**config.mk**
```make
export PLATFORM = sky130hd
export DESIGN_NAME = midi_round_robin_voice_allocator_top
export DESIGN_NICKNAME = d
export VERILOG_FILES = /design/src/rrva_pkg.sv /design/src/rrva_voice_table.sv /design/src/midi_round_robin_voice_allocator_top.sv
export SDC_FILE = /design/constraint.sdc
export NUM_CORES = 1
export LEC_CHECK = 0
export BUFFER_PORTS_ARGS = -buffer_cell sky130_fd_sc_hd__buf_4
export CORE_ASPECT_RATIO = 0.9
export CORE_UTILIZATION = 49
export CTS_CLUSTER_DIAMETER = 30
export CTS_CLUSTER_SIZE = 24
export DETAILED_ROUTE_END_ITERATION = 16
export PLACE_DENSITY = 0.7
export SLEW_MARGIN = 10
export SYNTH_ARGS = -nofsm -noshare
export SYNTH_HDL_FRONTEND = slang
export SYNTH_SLANG_ARGS = --single-unit
```
**constraint.sdc**
```tcl
create_clock -name clk -period 6.77 [get_ports clk]
set_input_delay 0.3385 -clock clk [delete_from_list [all_inputs] [get_ports clk]]
set_output_delay 0.3385 -clock clk [all_outputs]
set_load 0.03 [all_outputs]
```
**src/rrva_pkg.sv**
```systemverilog
package rrva_pkg;

	// message types (upper nibble of the status byte)
	localparam logic [3:0] MSG_NOTE_OFF = 4'h8;
	localparam logic [3:0] MSG_NOTE_ON  = 4'h9;

	// field widths
	localparam int STATUS_W   = 8;
	localparam int NOTE_W     = 7;
	localparam int VEL_W      = 7;
	localparam int VOICE_W    = 4;
	localparam int CFG_W      = 5;
	localparam int IN_DATA_W  = 24;
	localparam int OUT_DATA_W = 32;
	localparam int APB_ADDR_W = 3;
	localparam int APB_DATA_W = 32;

	// register map
	localparam logic REG_VOICES_IN_USE = 1'b0;

	// voice slots addressable by the voice index
	localparam int ADDRESSABLE_VOICES = 16;
	localparam int DEF_MAX_VOICES     = 16;
	localparam logic [CFG_W-1:0] VOICES_RESET = 5'd16;

	// command to the voice table
	typedef struct packed {
		logic              set;   // store note, mark held and active
		logic              clr;   // release voice (inactive)
		logic [NOTE_W-1:0] note;  // note to store or to compare
	} tbl_cmd_t;

endpackage

```
**src/rrva_voice_table.sv**
```systemverilog
module rrva_voice_table #(
	parameter int SLOTS = 16,
	parameter int IDX_W = 4
) (
	input  logic              clk,
	input  logic              arst_n,
	input  logic [IDX_W-1:0]  idx,
	input  rrva_pkg::tbl_cmd_t cmd,
	output logic              match
);
	import rrva_pkg::*;

	logic [NOTE_W-1:0] note_q [SLOTS];
	logic [SLOTS-1:0]  holds_q;
	logic [SLOTS-1:0]  active_q;

	// shared compare unit: one slot per cycle
	assign match = holds_q[idx] && (note_q[idx] == cmd.note);

	always_ff @(posedge clk) begin
		if (cmd.set) begin
			note_q[idx] <= cmd.note;
		end
	end

	always_ff @(posedge clk or negedge arst_n) begin
		if (!arst_n) begin
			holds_q  <= '0;
			active_q <= '0;
		end else begin
			if (cmd.set) begin
				holds_q[idx]  <= 1'b1;
				active_q[idx] <= 1'b1;
			end else if (cmd.clr) begin
				active_q[idx] <= 1'b0;
			end
		end
	end

`ifndef SYNTHESIS
	a_active_held: assert property (@(posedge clk) disable iff (!arst_n)
		(active_q & ~holds_q) == '0)
		else $error("active voice without a stored note");
	a_set_active: assert property (@(posedge clk) disable iff (!arst_n)
		cmd.set |=> active_q[$past(idx)] && holds_q[$past(idx)])
		else $error("note-on did not activate voice");
	a_set_clr: assert property (@(posedge clk) disable iff (!arst_n)
		!(cmd.set && cmd.clr))
		else $error("set and release in same cycle");
`endif

endmodule

```
**src/midi_round_robin_voice_allocator_top.sv**
```systemverilog
// round-robin voice allocator for midi channel messages
// input stream (s_*): one three-byte midi message per transfer
// output stream (m_*): one routed message per voice, m_tlast on the final
//   transfer caused by an input message; messages other than note-on or
//   note-off cause no output transfer
// apb port: voices_in_use at byte address 0 (5 bits, reset 16)
// note-on (nonzero velocity): goes to the voice at the round-robin pointer,
//   the sequencer moves to its ON state and the result is then registered in
//   the output register; the next message waits for that, plus any output stall
// note-off, or note-on with zero velocity: one shared note comparator steps
//   through all voice slots, one slot per cycle unless the scan halts on a
//   stall, and the input is held off for the whole scan, plus a flush step
//   when at least one voice matches
// other messages: the sequencer stays idle, next message accepted in the following cycle
// s_tready is high only while the sequencer is idle
// a match is kept in a pending register until the next match or the end of
//   the scan shows whether it is the last; when the receiver stalls the scan
//   halts at the next match and resumes once the output register frees up
// reset clears the pointer, the note-held and active flags, the sequencer and
//   the output valid; no clearing pass is needed
module midi_round_robin_voice_allocator_top #(
	parameter int MAX_VOICES = rrva_pkg::DEF_MAX_VOICES
) (
	input  logic                            clk,
	input  logic                            arst_n,
	// input stream
	input  logic                            s_tvalid,
	output logic                            s_tready,
	// status_byte [7:0], note_number [14:8], velocity [21:15], zero [23:22]
	input  logic [rrva_pkg::IN_DATA_W-1:0]  s_tdata,
	// output stream
	output logic                            m_tvalid,
	input  logic                            m_tready,
	// voice_index [3:0], out_status [11:4], out_note [18:12],
	// out_velocity [25:19], voice_gate [26], zero [31:27]
	output logic [rrva_pkg::OUT_DATA_W-1:0] m_tdata,
	output logic                            m_tlast,   // last_result
	// configuration
	input  logic                            psel,
	input  logic                            penable,
	input  logic                            pwrite,
	input  logic [rrva_pkg::APB_ADDR_W-1:0] paddr,
	input  logic [rrva_pkg::APB_DATA_W-1:0] pwdata,
	output logic [rrva_pkg::APB_DATA_W-1:0] prdata,
	output logic                            pready
);
	import rrva_pkg::*;

	// voice slots in use by hardware, capped at what voice_index can address
	localparam int SLOTS = (MAX_VOICES > ADDRESSABLE_VOICES) ? ADDRESSABLE_VOICES :
		((MAX_VOICES < 1) ? 1 : MAX_VOICES);
	localparam int IDX_W = (SLOTS > 1) ? $clog2(SLOTS) : 1;
	localparam logic [CFG_W-1:0] SLOTS_C = CFG_W'(SLOTS);
	localparam logic [IDX_W-1:0] LAST_SLOT = IDX_W'(SLOTS - 1);

	// sequencer states
	localparam logic [1:0] ST_IDLE  = 2'd0;
	localparam logic [1:0] ST_ON    = 2'd1;
	localparam logic [1:0] ST_SCAN  = 2'd2;
	localparam logic [1:0] ST_FLUSH = 2'd3;

	logic [1:0]          state_q;
	logic [CFG_W-1:0]    voices_q;
	logic [IDX_W-1:0]    next_voice_q;
	logic [IDX_W-1:0]    scan_q;
	logic                pend_vld_q;
	logic [IDX_W-1:0]    pend_idx_q;
	logic [STATUS_W-1:0] msg_status_q;
	logic [NOTE_W-1:0]   msg_note_q;
	logic [VEL_W-1:0]    msg_vel_q;

	logic                m_tvalid_q;
	logic [VOICE_W-1:0]  o_voice_q;
	logic                o_gate_q;
	logic                o_last_q;
	logic [STATUS_W-1:0] o_status_q;
	logic [NOTE_W-1:0]   o_note_q;
	logic [VEL_W-1:0]    o_vel_q;

	// input fields
	logic [STATUS_W-1:0] in_status;
	logic [NOTE_W-1:0]   in_note;
	logic [VEL_W-1:0]    in_vel;
	logic [3:0]          in_type;
	logic                s_xfer;

	assign in_status = s_tdata[STATUS_W-1:0];
	assign in_note   = s_tdata[STATUS_W +: NOTE_W];
	assign in_vel    = s_tdata[STATUS_W+NOTE_W +: VEL_W];
	assign in_type   = in_status[7:4];
	assign s_tready  = (state_q == ST_IDLE);
	assign s_xfer    = s_tvalid && s_tready;

	// apb register
	logic cfg_wr;
	assign pready = 1'b1;
	assign cfg_wr = psel && penable && pwrite && pready && (paddr[2] == REG_VOICES_IN_USE);
	assign prdata = (paddr[2] == REG_VOICES_IN_USE) ? APB_DATA_W'(voices_q) : '0;

	// effective voice count, 0 acts as 1, saturates at the slot count
	logic [CFG_W-1:0] n_eff;
	always_comb begin
		if (voices_q == '0) begin
			n_eff = CFG_W'(1);
		end else if (voices_q > SLOTS_C) begin
			n_eff = SLOTS_C;
		end else begin
			n_eff = voices_q;
		end
	end

	// round-robin target and pointer advance
	logic [CFG_W-1:0] ptr_ext;
	logic [CFG_W-1:0] tgt_ext;
	logic [CFG_W-1:0] tgt_inc;
	logic [IDX_W-1:0] tgt_idx;
	logic [IDX_W-1:0] ptr_nxt;
	assign ptr_ext = CFG_W'(next_voice_q);
	assign tgt_ext = (ptr_ext >= n_eff) ? '0 : ptr_ext;
	assign tgt_idx = tgt_ext[IDX_W-1:0];
	assign tgt_inc = tgt_ext + CFG_W'(1);
	assign ptr_nxt = (tgt_inc >= n_eff) ? '0 : tgt_inc[IDX_W-1:0];

	// voice table
	tbl_cmd_t         cmd;
	logic [IDX_W-1:0] tbl_idx;
	logic             match;

	// output register can take a new transfer
	logic out_free;
	assign out_free = !m_tvalid_q || m_tready;

	// scan halts when a second match must push the pending one out but the output register is busy
	logic scan_stall;
	assign scan_stall = match && pend_vld_q && !out_free;

	assign tbl_idx  = (state_q == ST_ON) ? tgt_idx : scan_q;
	assign cmd.note = msg_note_q;
	assign cmd.set  = (state_q == ST_ON) && out_free;
	assign cmd.clr  = (state_q == ST_SCAN) && match && !scan_stall;

	rrva_voice_table #(
		.SLOTS (SLOTS),
		.IDX_W (IDX_W)
	) u_table (
		.clk    (clk),
		.arst_n (arst_n),
		.idx    (tbl_idx),
		.cmd    (cmd),
		.match  (match)
	);

	// result selection
	logic             emit;
	logic [IDX_W-1:0] emit_idx;
	logic             emit_gate;
	logic             emit_last;
	always_comb begin
		emit      = 1'b0;
		emit_idx  = pend_idx_q;
		emit_gate = 1'b0;
		emit_last = 1'b0;
		unique case (state_q)
			ST_ON: begin
				emit      = out_free;
				emit_idx  = tgt_idx;
				emit_gate = 1'b1;
				emit_last = 1'b1;
			end
			ST_SCAN: begin
				emit = match && pend_vld_q && out_free;
			end
			ST_FLUSH: begin
				emit      = out_free;
				emit_last = 1'b1;
			end
			default: begin
				emit = 1'b0;
			end
		endcase
	end

	// sequencer and control state
	always_ff @(posedge clk or negedge arst_n) begin
		if (!arst_n) begin
			state_q      <= ST_IDLE;
			voices_q     <= VOICES_RESET;
			next_voice_q <= '0;
			scan_q       <= '0;
			pend_vld_q   <= 1'b0;
			m_tvalid_q   <= 1'b0;
		end else begin
			if (cfg_wr) begin
				voices_q <= pwdata[CFG_W-1:0];
			end
			if (emit) begin
				m_tvalid_q <= 1'b1;
			end else if (m_tready) begin
				m_tvalid_q <= 1'b0;
			end
			unique case (state_q)
				ST_IDLE: begin
					if (s_xfer) begin
						if (in_type == MSG_NOTE_ON && in_vel != '0) begin
							state_q <= ST_ON;
						end else if (in_type == MSG_NOTE_OFF || in_type == MSG_NOTE_ON) begin
							state_q <= ST_SCAN;
							scan_q  <= '0;
						end
					end
				end
				ST_ON: begin
					if (out_free) begin
						next_voice_q <= ptr_nxt;
						state_q      <= ST_IDLE;
					end
				end
				ST_SCAN: begin
					if (!scan_stall) begin
						if (match) begin
							pend_vld_q <= 1'b1;
						end
						if (scan_q == LAST_SLOT) begin
							state_q <= (match || pend_vld_q) ? ST_FLUSH : ST_IDLE;
						end else begin
							scan_q <= scan_q + IDX_W'(1);
						end
					end
				end
				ST_FLUSH: begin
					if (out_free) begin
						pend_vld_q <= 1'b0;
						state_q    <= ST_IDLE;
					end
				end
				default: begin
					state_q <= ST_IDLE;
				end
			endcase
		end
	end

	// payload registers
	always_ff @(posedge clk) begin
		if (s_xfer) begin
			msg_status_q <= in_status;
			msg_note_q   <= in_note;
			msg_vel_q    <= in_vel;
		end
		if (state_q == ST_SCAN && match && !scan_stall) begin
			pend_idx_q <= scan_q;
		end
		if (emit) begin
			o_voice_q  <= VOICE_W'(emit_idx);
			o_gate_q   <= emit_gate;
			o_last_q   <= emit_last;
			o_status_q <= msg_status_q;
			o_note_q   <= msg_note_q;
			o_vel_q    <= msg_vel_q;
		end
	end

	assign m_tvalid = m_tvalid_q;
	assign m_tlast  = o_last_q;
	assign m_tdata  = {5'b0, o_gate_q, o_vel_q, o_note_q, o_status_q, o_voice_q};

`ifndef SYNTHESIS
	a_flush_pending: assert property (@(posedge clk) disable iff (!arst_n)
		state_q == ST_FLUSH |-> pend_vld_q)
		else $error("flush without pending result");
	a_idle_clean: assert property (@(posedge clk) disable iff (!arst_n)
		s_tready |-> !pend_vld_q)
		else $error("pending result left behind");
	a_gate_last: assert property (@(posedge clk) disable iff (!arst_n)
		(m_tvalid_q && o_gate_q) |-> o_last_q)
		else $error("note-on result not marked last");
	a_ptr_range: assert property (@(posedge clk) disable iff (!arst_n)
		CFG_W'(next_voice_q) < SLOTS_C)
		else $error("round-robin pointer out of range");
`endif

endmodule
```
; ---- Word level (Yosys, flattened, before mapping)
; Memory sizes are Yosys's and may differ from the RTL's.
; Cells that the tools add are included.
; W data, S select, Z words.
[totals]
memories = 1
wordCells = 110
inputBits = 66
regBits = 87
mem_bits_rw = 112
out_inout_bits = 68
[classes]
bitwise = 2
order_cmp = 5
reduce_logical = 30
n_eq_ne = 17
add_sub_neg = 2
muxes = 36
[mem_list]
columns = memory, depth, word_bits, rd, rd_clocked_by_memory_dff, write_ports, line
row1 = u_table.note_q, 16, 7, 1, 0, 1, rrva_voice_table.sv:13  ; logic [NOTE_W-1:0] note_q [SLOTS];
[op_table]
columns = operator, count
row1 = $mux W4, 9
row2 = $or A16 B16 Y16, 1
row3 = $mux W5, 3
row4 = $mux W2, 7
row5 = $logic_and A1 B1 Y1, 13
row6 = $eq A4 B4 Y1 const B, 3
row7 = $mux W1, 11
row8 = $ne A2 B2 Y1 const B, 5
row9 = $ne A2 B1 Y1 const B, 4
row10 = $pmux W4 S2, 1
row11 = $eq A7 B7 Y1, 1
row12 = $reduce_bool A7 Y1, 1
row13 = $pmux W2 S3, 1
row14 = $reduce_and A6 Y1, 1
row15 = $reduce_bool A2 Y1, 3
row16 = $add A4 B1 Y5 const B, 1
row17 = $ge A4 B5 Y1, 1
row18 = $ge A5 B5 Y1, 1
row19 = $gt A5 B5 Y1 const B, 1
row20 = $logic_not A5 Y1, 1
row21 = $lt A4 B5 Y1 const B, 1
row22 = $reduce_and A5 Y1, 1
row23 = $add A4 B1 Y4 const B, 1
row24 = $bmux W1 S4, 1
row25 = 13 further kinds, 19

; ---- Depth between registers and ports, before layout
[logic_depth]
word_depth = 14
ltp_mapped = 18
mapped_depth_nobuf = 17

; ---- Modules after synthesis
; Synthesis repeated with hierarchy kept, for this count alone.
[unflattened]
cells_unflattened = 511
hier_area_um2 = 8386.8
[modules_own_cells]
columns = module, area_per_inst_um2, seq_area_each_um2, cells_per_inst, n_inst
row1 = rrva_voice_table, 5162.5, 3763.6, 266, 1
row2 = midi_round_robin_voice_allocator_top, 3224.3, 2048.2, 245, 1

; ---- Worst setup path before layout
; Ideal clock, no wire load.
[synth_path]
kind = reg-to-reg
start = register voices_q[4]
end = register o_last_q (netlist: m_tlast) (enable)
setup_ns = 0.452
path_slack_ns = 1.090
t_required_ns = 6.318
n_path_buf = 2
arrival_ns = 5.229
synth_period_minus_slack_ns = 5.680
path_stages_with_launch = 17
cell_sequence = dfstp_2 -> inv_1 -> nand2_1 -> ha_1 -> o21a_1 -> o21ai_2 -> o21ai_1 -> o31a_2 -> buf_2 -> a2111oi_0 -> nor4_1 -> nand4_1 -> nor4bb_1 -> and4_4 -> buf_6 -> nand2_1 -> o21ai_0
[synth_between]
elab_chain_len = 12
word_cells_on_any_way = 15
cone_classes = 2 x order compare / 1 x eq/ne / 7 x mux / 4 x reduce/logical / 1 x memory
[synth_lines]
columns = element, line
row1 = "start, declared", midi_round_robin_voice_allocator_top.sv:63  ; logic [CFG_W-1:0] voices_q;
row2 = "start signal, assigned", midi_round_robin_voice_allocator_top.sv:194  ; voices_q <= pwdata[CFG_W-1:0];
row3 = $gt A5 B5 Y1, midi_round_robin_voice_allocator_top.sv:105  ; end else if (voices_q > SLOTS_C) begin
row4 = $mux W5, midi_round_robin_voice_allocator_top.sv:105
row5 = $mux W5 *, midi_round_robin_voice_allocator_top.sv:103  ; if (voices_q == '0) begin
row6 = $ge A4 B5 Y1 *, midi_round_robin_voice_allocator_top.sv:119  ; assign tgt_ext = (ptr_ext >= n_eff) ? '0 : ptr_ext;
row7 = $mux W4 *, midi_round_robin_voice_allocator_top.sv:119
row8 = $mux W4 *, midi_round_robin_voice_allocator_top.sv:137  ; assign tbl_idx = (state_q == ST_ON) ? tgt_idx : scan_q;
row9 = $mem_v2 Z16 W7 or $bmux W1 S4 (tied branches), -
row10 = $eq A7 B7 Y1 or $mux W1 (tied branches), rrva_voice_table.sv:18  ; assign match = holds_q[idx] && (note_q[idx] == cmd.note);
row11 = $logic_and A1 B1 Y1 *, rrva_voice_table.sv:18
row12 = $logic_and A1 B1 Y1 * (2 in a row), midi_round_robin_voice_allocator_top.sv:171  ; emit = match && pend_vld_q && out_free;
row13 = $pmux W1 S2 *, midi_round_robin_voice_allocator_top.sv:163  ; unique case (state_q)
row14 = named net emit, midi_round_robin_voice_allocator_top.sv:154  ; logic emit;
row15 = "end signal, assigned", midi_round_robin_voice_allocator_top.sv:256  ; o_last_q <= emit_last;
row16 = "end, declared", midi_round_robin_voice_allocator_top.sv:75  ; logic o_last_q;
; Mark *: on every way through the listed nets, which the timed path passes. The rest lies on a longest branch. The select of a mux whose other input is x is not followed.
; A chain may end at the register's enable or synchronous reset.

; ---- Worst setup path after layout
[layout_path]
start = register state_q[1]
end = register o_status_q[0] (enable)
[layout_between]
elab_chain_len = 8
word_cells_on_any_way = 13
cone_classes = 4 x eq/ne / 4 x mux / 4 x reduce/logical / 1 x memory
[layout_lines]
columns = element, line
row1 = "start, declared", midi_round_robin_voice_allocator_top.sv:62  ; logic [1:0] state_q;
row2 = "start signal, assigned", midi_round_robin_voice_allocator_top.sv:224  ; state_q <= (match || pend_vld_q) ? ST_FLUSH : ST_IDLE;
row3 = $eq A2 B1 Y1, "midi_round_robin_voice_allocator_top.sv:137, midi_round_robin_voice_allocator_top.sv:163"
row4 = $mux W4, midi_round_robin_voice_allocator_top.sv:137
row5 = $mem_v2 Z16 W7 or $bmux W1 S4 (tied branches), -
row6 = $eq A7 B7 Y1 or $mux W1 (tied branches), rrva_voice_table.sv:18
row7 = $logic_and A1 B1 Y1, rrva_voice_table.sv:18
row8 = $logic_and A1 B1 Y1 (2 in a row), midi_round_robin_voice_allocator_top.sv:171
row9 = $pmux W1 S2 *, midi_round_robin_voice_allocator_top.sv:163
row10 = named net emit, midi_round_robin_voice_allocator_top.sv:154
row11 = "end signal, assigned", midi_round_robin_voice_allocator_top.sv:257  ; o_status_q <= msg_status_q;
row12 = "end, declared", midi_round_robin_voice_allocator_top.sv:76  ; logic [STATUS_W-1:0] o_status_q;
; Marked as above.

==> results.toml <==
[run_status]
status = "finished clean"

[setup_path]
cp-start-kind = "register"
rr_startpoint = "state_q[1]$_DFFE_PN0P_"
worstReg2RegEnd = "o_status_q[0]$_DFFE_PP_"
reg2reg_depth = 13
worst_setup_path_end_kind = "register"
crit_start = "state_q[1]$_DFFE_PN0P_"
critPathMaxFanout = 38
arrival_ns = 5.69
crit_type = "register to register"
critPathRequiredTime_ns = 6.89
r2r_slack_ns = 1.20

[route]
via_count = 5431
drtPass1Iterations = 5
wl_per_cell_microns = 20.0
drc = 0
ant_nets = 0
vias_per_cell = 5.79
routed_wl_mm = 18.8
drtIter0Drc = 487

[floorplan]
fp.dieArea_sq_mm = 0.0182
rows = 45
die_w_microns = 142
core_sq_mm = 0.0171
die_h_microns = 128
start_util_pct = 50.8
pin_count = 134

[cts]
htree_num_levels = 4
clk_pin_slew_worst_paths_ns = 0.08
cts-resized-gates = 0
cts_tree = "done"
cts_root_buffer = "clkbuf_16"
cts_sinks = 199
clk_latency_ns = 0.44
clock_path_buffers = 2
numCtsBuffers = 17

[power]
p_leak_nw = 3.75
peakVddDrop_uv = 249
finalPower_mw = 3.63
powerDensity_mw_per_mm2 = 367

[logic_synthesis]
ys.flop_type = "edfxtp_1"
ys_top_cells_by_area = "edfxtp_1 (58%), dfrtp_1 (9.2%), buf_4 (3.2%)"
syn_area_sq_mm = 0.00866
synth-seq-cells = 199
synthTopCellsByCount = "edfxtp_1 (166), nand2_1 (51), buf_4 (37), and3_1 (33), nor2_1 (33)"
synth-seq-area-share_pct = 67.1
async_reset_ff_share_pct = 16.6
synthDistinctLibCells = 75
netlist_instances = 625
syn_avg_cell_area_sq_um = 13.9
synth.top_cell.area_share_pct = 57.6
yosys_warnings = 0
synth-edff-count = 166
synth_top_cell_by_area = "edfxtp_1"
yosysMostFrequentCell = "edfxtp_1"

[finish]
finalNonFillerCells = 938
drive_gt1_share_pct = 21.9
antennaDiodeCount = 0
areaGrowthSynthToFinish_pct = 14.1
fill_cells = 1341
nNetsFinal = 767

[placement]
place_hpwl_mm = 12.6
portBuffers = 69
dp.cells = 905
gp_congestion = 0.851

[sta]
rsz0062_at_grt = "no"
setup_viol = 0
finalClockSkew_ns = 0.0154
worst_slew_pin_slew_ns = 1.17
maxSlewViolCount = 0
period_minus_slack_ns = 5.57
period_share_pct = 82.3
relSlewSlack_pct = 21.5
tns_ns = 0
report.final.hold_viol_count = 0
max_freq_mhz = 180

[run]
drv_cap = 0

[global_routing]
grt_overflow = 0
grt_start_max_net_pins = 39
grt_pass1_wl_mm = 28.8
gr-usage-all-layers_pct = 21.5
grt_pass1_vias = 5146
antenna_found_initial = 0

[hold_path]
hold-path-endpoint = "msg_note_q[4]$_DFFE_PP_"
min_path_type = "input port to register"
min_path_cells = 1
min_from = "s_tdata[12]"
[final cells by class]
type                            instances  area [sq um]  share of cell area [%]
Sequential cell                       199          5810                    58.8
Tap cell                              235           294                    2.98
Clock buffer                           17           425                    4.31
Multi-Input combinational cell        386          2530                    25.6
Clock inverter                         15           198                    2.00
Timing Repair Buffer                   78           588                    5.95
Inverter                                8          32.5                   0.329
[power by group]
part | switching, mW | internal [mW]
Combinational | 0.637 | 0.387
Sequential | 0.120 | 1.46
Clock | 0.516 | 0.509
Total | 1.27 | 2.35
[cell families (layout without fill, tap and decap cells)]
kind of cell,after synthesis,after routing,synth area share (%)
AND/OR/NAND/NOR,200,200,12.1
other,2,33,0.0867
AO/OA/AOI/OAI,112,112,10.3
multiplexers,28,28,3.37
flip-flops,199,199,67.1
buffers and inverters,71,118,5.17
adder cells (fa/ha/maj),11,11,1.59
XOR/XNOR,2,2,0.202
[layer usage]
metal / routed length, microns / global-route usage, % / vias to the layer above
li1: - / - / 2465
met1: 8220 / 29.2 / 2722
met2: 9110 / 35.1 / 220
met3: 1220 / 4.74 / 24
met4: 255 / 5.69 / 0
met5: 0 / 0 / -
[how the worst max path moves through the flow]
stage / endpoint / slack, ns / depth (start not counted)
6_report: o_status_q[0]$_DFFE_PP_ / 1.20 / 13
5_1_grt: o_note_q[1]$_DFFE_PP_ / 1.0 / 17
4_1_cts: m_tlast$_DFFE_PP_ / 1.38 / 13
3_5_place_dp: o_note_q[2]$_DFFE_PP_ / 1.40 / 13
3_3_place_gp: o_note_q[5]$_DFFE_PP_ / 1.46 / 14
2_1_floorplan: m_tlast$_DFFE_PP_ / 1.09 / 16
[layout by cell type, fill, tap and decap left out, types with 8 or more instances in the layout]
cell	Yosys	routed
dfrtp_1	32	32
nand2_1	51	51
buf_4	37	77
edfxtp_1	166	166
a211oi_1	21	21
mux2i_1	19	19
nor3_1	10	8
nor2b_1	9	9
a2111oi_0	14	14
mux2_2	8	8
clkbuf_16	0	17
and3_1	33	33
or2_2	16	16
nor2_1	33	33
nand3_1	13	13
conb_1	2	33
ha_1	11	11
o21ai_0	12	11
[per-stage QoR]
step	setup slack, ns	util (%)	area (sq um)	hold WS (ns)
2_1_floorplan	1.09	-	8780	0.0429
3_3_place_gp	1.46	54.1	9240	0.340
3_5_place_dp	1.40	54.2	9240	0.354
4_1_cts	1.38	57.9	9870	0.0541
5_1_grt	0.999	57.9	9880	0.0453
6_report	1.20	57.9	9880	0.0667
[state kept, by name, summed over array words and instances (netlist names), 5 cells and up]
| signal | cells |
|---|---|
| o_vel_q | 7 |
| msg_note_q | 7 |
| o_note_q | 7 |
| msg_vel_q | 7 |
| u_table.holds_q | 16 |
| o_status_q | 8 |
| msg_status_q | 8 |
| voices_q | 5 |
| u_table.note_q | 112 |
[timing repair]
| item | 4_1_cts | 5_1_grt |
|---|---|---|
| buffers inserted | 0 | 0 |
| hold buffers | 1 | 0 |
| hold endpoints to repair | 32 | 0 |
[worst max-delay path, cell delays in order (launching register included)]
cell       delay [ns]
dfrtp_1          0.61
nand2b_1         0.68
inv_4            0.11
nand2_2          0.12
a21o_4           0.26
nand2_4          0.35
a2111oi_0        1.10
nor4_1           0.26
nand4_1          0.18
nor4bb_1         0.28
and4_4           0.39
nand2_1          0.11
o21ai_2          0.35
buf_4            0.38
(Power assumes the default switching activity.)
